[src/rtl/cacu_pkg.sv]
// Shared types and codes of the cave cell update core.
// Used by the top level, the row tap and the checker; depends on nothing.
package cacu_pkg;

    // Item kinds; any other code behaves as a read.
    localparam logic [1:0] KIND_SEED   = 2'd0;
    localparam logic [1:0] KIND_UPDATE = 2'd1;
    localparam logic [1:0] KIND_READ   = 2'd2;

    // Configuration register indexes.
    localparam int CFG_IDX_W = 3;
    localparam int CFG_DATA_W = 8;
    localparam logic [CFG_IDX_W-1:0] CFG_GRID_ROWS      = 3'd0;
    localparam logic [CFG_IDX_W-1:0] CFG_GRID_COLS      = 3'd1;
    localparam logic [CFG_IDX_W-1:0] CFG_SEED_THRESHOLD = 3'd2;
    localparam logic [CFG_IDX_W-1:0] CFG_CLOSED_LIMIT   = 3'd3;
    localparam logic [CFG_IDX_W-1:0] CFG_FLIP_STATE     = 3'd4;

    // Largest neighbour count.
    localparam logic [3:0] MAX_NEIGHBOURS = 4'd8;

    typedef struct packed {
        logic [1:0] kind;
        logic [5:0] row;
        logic [6:0] col;
        logic [6:0] roll;
    } t_in_item;

    typedef struct packed {
        logic       cell_state;
        logic [3:0] closed_count;
    } t_out_item;

    // Three neighbours of one row word around the addressed column.
    typedef struct packed {
        logic left_closed;
        logic mid_closed;
        logic right_closed;
        logic mid_value;
    } t_tap;

    typedef enum logic [1:0] {
        ST_IDLE,
        ST_RD_MID,
        ST_RD_DN,
        ST_FINISH
    } t_state;

endpackage

[src/rtl/cacu_row_tap.sv]
// Picks the addressed column and its two side neighbours out of a row word.
// Depends on cacu_pkg for the tap struct.
module cacu_row_tap #(
    parameter int MAX_COLS = 128,
    parameter int CNW = 8
) (
    input  logic [MAX_COLS-1:0] i_word,
    input  logic [6:0]          i_col,
    input  logic [CNW-1:0]      i_cols_use,
    input  logic                i_row_ok,
    output cacu_pkg::t_tap      o_tap
);
    import cacu_pkg::*;

    localparam int CIW = $clog2(MAX_COLS);

    logic [CNW-1:0] col_w;
    logic [CNW-1:0] left_w;
    logic [CNW-1:0] right_w;
    logic           left_ok;
    logic           right_ok;

    // Column positions and their bounds.
    assign col_w    = CNW'(i_col);
    assign left_w   = col_w - CNW'(1);
    assign right_w  = col_w + CNW'(1);
    assign left_ok  = i_row_ok && (col_w != '0);
    assign right_ok = i_row_ok && (right_w < i_cols_use);

    // Closed flags are masked by the bounds; the middle value is the cell itself.
    always_comb begin
        o_tap.left_closed  = left_ok && !i_word[left_w[CIW-1:0]];
        o_tap.mid_closed   = i_row_ok && !i_word[col_w[CIW-1:0]];
        o_tap.right_closed = right_ok && !i_word[right_w[CIW-1:0]];
        o_tap.mid_value    = i_word[col_w[CIW-1:0]];
    end

endmodule

[config.mk]
export PLATFORM = sky130hd
export DESIGN_NAME = cacu_row_tap
export DESIGN_NICKNAME = d
export VERILOG_FILES = /design/src/rtl/cacu_pkg.sv /design/src/rtl/cacu_row_tap.sv
export SDC_FILE = /design/constraint.sdc
export NUM_CORES = 1
export LEC_CHECK = 0
export BUFFER_PORTS_ARGS = -buffer_cell sky130_fd_sc_hd__buf_2
export CAP_MARGIN = 20
export CORE_UTILIZATION = 47
export DETAILED_ROUTE_END_ITERATION = 8
export PLACE_DENSITY = 0.81
export SYNTH_ARGS = -nofsm -noshare
export SYNTH_HDL_FRONTEND = slang
export SYNTH_SLANG_ARGS = --single-unit
[constraint.sdc]
create_clock -name vclk -period 4.4
set_input_delay 0.88 -clock vclk [all_inputs]
set_output_delay 0.88 -clock vclk [all_outputs]
set_load 0.1 [all_outputs]
Word-level counts from Yosys, hierarchy flattened
Cells that the tools add are included.

word-level totals
  register bits after elaboration = 0
  input bits = 144
  output and inout bits = 4
  logic and storage cells = 21

cells by class
  $add $sub $neg = 2
  order comparisons = 4
  muxes and demuxes = 6
  reduce and logical (&&, ||, !) cells = 9

operators with widths
  operator               count
  $lt A7 B8 Y1 const B   3
  $bmux W1 S7            3
  $add A7 B1 Y8 const B  1
  $lt A8 B8 Y1           1
  $reduce_bool A8 Y1     1
  $sub A7 B1 Y7 const B  1
  $logic_and A1 B1 Y1    5
  $logic_not A1 Y1       3
  $mux W1                3

Longest topological paths before layout
  word-level depth = 5
  mapped depth = 15
  mapped depth without buffers = 10

Worst setup path after synthesis
Ideal clock, no wire load.

  path kind = in2out
  start point = input port i_col[1]
  end point = output port o_tap[1] in the netlist's numbering
  arrival time = 5.365 ns
  required time = 3.520 ns
  setup slack = -1.845 ns
  cell stages on the path = 15
  path buffers = 7
  path through = buf_6 buf_6 buf_4 buf_4 inv_1 ha_1 buf_2 buf_1 buf_2 mux4_2 nand2_1 nand3_1 nand4_1 nand2_1 nor3_1

RTL lines
  item                line                RTL
  start: declaration  cacu_row_tap.sv:8   input logic [6:0] i_col,
  end: declaration    cacu_row_tap.sv:11  output cacu_pkg::t_tap o_tap

==> impl_results.md <==
- Fin. Hold Viols: 0
- Syn Inst Count: 373
- Ports: 148
- ANT cells: 0
- Reg area: 0 um^2
- Crit Path Max Fanout: 45
- CP Class: in2out
- Synth warn: 0
- Post-DP HPWL: 10.5 mm
- Min-Delay Path Class: in2out
- Met1 Routed Length: 4.89 mm
- Vias: 4,208
- Rel. slew slack: 51.6%
- FF+latch count: 0
- Core Region: 7770 um^2
- Max-slew violations: 0
- Critical path capture point: o_tap[0]
- Vias per std cell: 6.86
- GP Congestion: 0.937
- Drt drc: 0
- Area of the multi-input gates: 3600 um^2
- Outcome: finished, final reports clean
- Measured slew at the worst slew-check pin: 727 ps
- CP max-delay cell: a2111oi_0
- CLK BUF: 0
- Rows: 32
- Post-route ant nets: 0
- Synth top area share: 54.4%
- Overall power: 0.651 mW
- Slowest stage delay, CP: 600 ps
- Req. time, crit path: 3520 ps
- Initial DRC Count: 372
- # fillers: 651
- Most Frequent Cell on Critical Path: buf_4
- Critical Path Source: i_col[0]
- Fmax: 235 MHz
- Syn Std Cell Area: 3810 um^2
- Total GRT Usage: 30.0%
- Grt total ovfl: 0
- Nets: 667
- Max Cap Viol: 0
- Chip width: 92.0 um
- Final min period: 4250 ps
- Vias in the first global route: 4,035
- Share of cells above drive strength 1: 55.2%
- Area Growth Syn to Fin: 27.1%
- Routed WL: 12.9 mm
- Port Buffers: 148
- Met3 wire len: 1.23 mm
- Most numerous cell in the Yosys netlist: mux4_2
- Largest cells by area after synthesis: mux4_2 54%, nand2_1 6.6%, mux2i_1 6.6%
- Sequential cell area fraction in the yosys report: 0%
- P_leak: 2.00 nW
- Initial core utilization: 49.0%
- DR pass1 iterations: 5
- Count of final setup violators: 0
- Syn nets: 527
- Largest net degree at the start of global routing: 46
- Max Used Layer: met4
- Setup crit end kind: output port
- Metal2 WL: 6.53 mm
- Worst path cell trace: buf_4, buf_4, mux4_2, mux2i_1, a2111oi_0, nor4_1, nor2_1, buf_2
- Yosys top cell by area: mux4_2
- Die area: 8460 um^2
- Die Height: 92.0 um
- Syn Area/Cell: 10.2 um^2
- First-pass GRT wire length: 20.3 mm
- CP arrival: 3370 ps
- Top cells by count, synth: 92 x mux4_2, 67 x nand2_1, 25 x mux2i_1, 24 x nand3_1
- Worst vdd rail ir drop: 0.0609 mV
- Power Dens Cells: 135 nW/um^2
- RSZ-0062 raised after global routing: no
- CP Launch Type: input port
- Hold_buf cts: 0
- Final cycle utilization of the critical path: 96.7%
- Initial antenna violation count: 0
- TNS Setup: 0 ps
- Wire per inst: 21.0 um
- Yosys cell types: 46
==> layout by cell type, fill, tap and decap left out, types with 2 or more instances in the layout <==
cell type  synthesis  routed
a2111oi_0          2       2
a211oi_1           2       2
a21oi_1            7       5
a221oi_1           2       2
a311oi_1           3       2
a31oi_1            2       2
a32o_1             2       2
a32oi_1            8       8
buf_12             0       7
buf_2             15     144
buf_4              2      27
ha_1              10       9
inv_1             11      10
mux2_2             2       2
mux2i_1           25      25
mux4_2            92      92
nand2_1           67      67
nand2b_1           3       3
nand3_1           24      24
nand4_1            6       6
nand4b_1           3       3
nor2_1             8       8
nor2b_1            8       8
nor3_1             6       5
o211ai_1           2       2
o21ai_0            9       9
o221ai_1           4       4
o311ai_0           2       2
xnor2_1            7       7
xor2_1             2       2
==> timing repair <==
action                     CTS  global route
gates resized for setup      0             1
buffers inserted             0             3
hold endpoints to repair     0             0
setup endpoints to repair    0             3
==> critical path, delay by kind of cell <==
kind	cells	cell delay [ps]
buf+inv	3	1120
simple gates	2	300
compound gates	1	600
mux	2	420
==> cell families (layout without fill, tap and decap cells) <==
logic type      Yosys count  in the layout  share of synthesized area, %
simple gates            131            131                          15.8
mux                     119            119                          61.6
buf+inv                  52            190                          6.61
compound gates           51             51                          9.86
fa+ha+maj                10             10                          3.29
xor+xnor                 10             10                          2.79
==> per-stage QoR <==
stage | instances | util, % | setup WS, ps | hold WS [ps] | cell area, um^2
floorplan | 373 | - | -49.1 | 2030 | 3920
global placement | 610 | 61.8 | 235 | 2190 | 4800
detailed placement | 610 | 61.8 | 172 | 2200 | 4800
CTS | 610 | 61.8 | 163 | 2200 | 4800
global route | 613 | 62.3 | 5.04 | 2220 | 4840
finish | 613 | 62.3 | 147 | 2200 | 4840
==> routing by layer <==
layer  vias up  global-route usage (%)
li1       1832                       -
met1      2064                    41.1
met2       288                    52.5
met3        24                    2.74
met4         0                    5.60
met5         -                       0
==> worst min path at each step <==
stage / cells after the start / startpoint / to
after floorplan: 2 / i_row_ok / o_tap[1]
final: 3 / i_row_ok / o_tap[2]
after detailed placement: 3 / i_row_ok / o_tap[2]
after global routing: 3 / i_row_ok / o_tap[2]
after global placement: 3 / i_row_ok / o_tap[2]
after CTS: 3 / i_row_ok / o_tap[2]
==> final cells by class <==
class / instances / area share (%)
Inverter: 12 / 0.983
Tap cell: 102 / 2.64
Timing Repair Buffer: 178 / 22.0
Multi-Input combinational cell: 321 / 74.4
==> power by group <==
group	internal, mW	total [mW]	switching [mW]
combinational	0.325	0.651	0.326
sequential	0	0	0
clock	0	0	0
total	0.325	0.651	0.326
No activity file was read; power rests on OpenSTA's default activity.
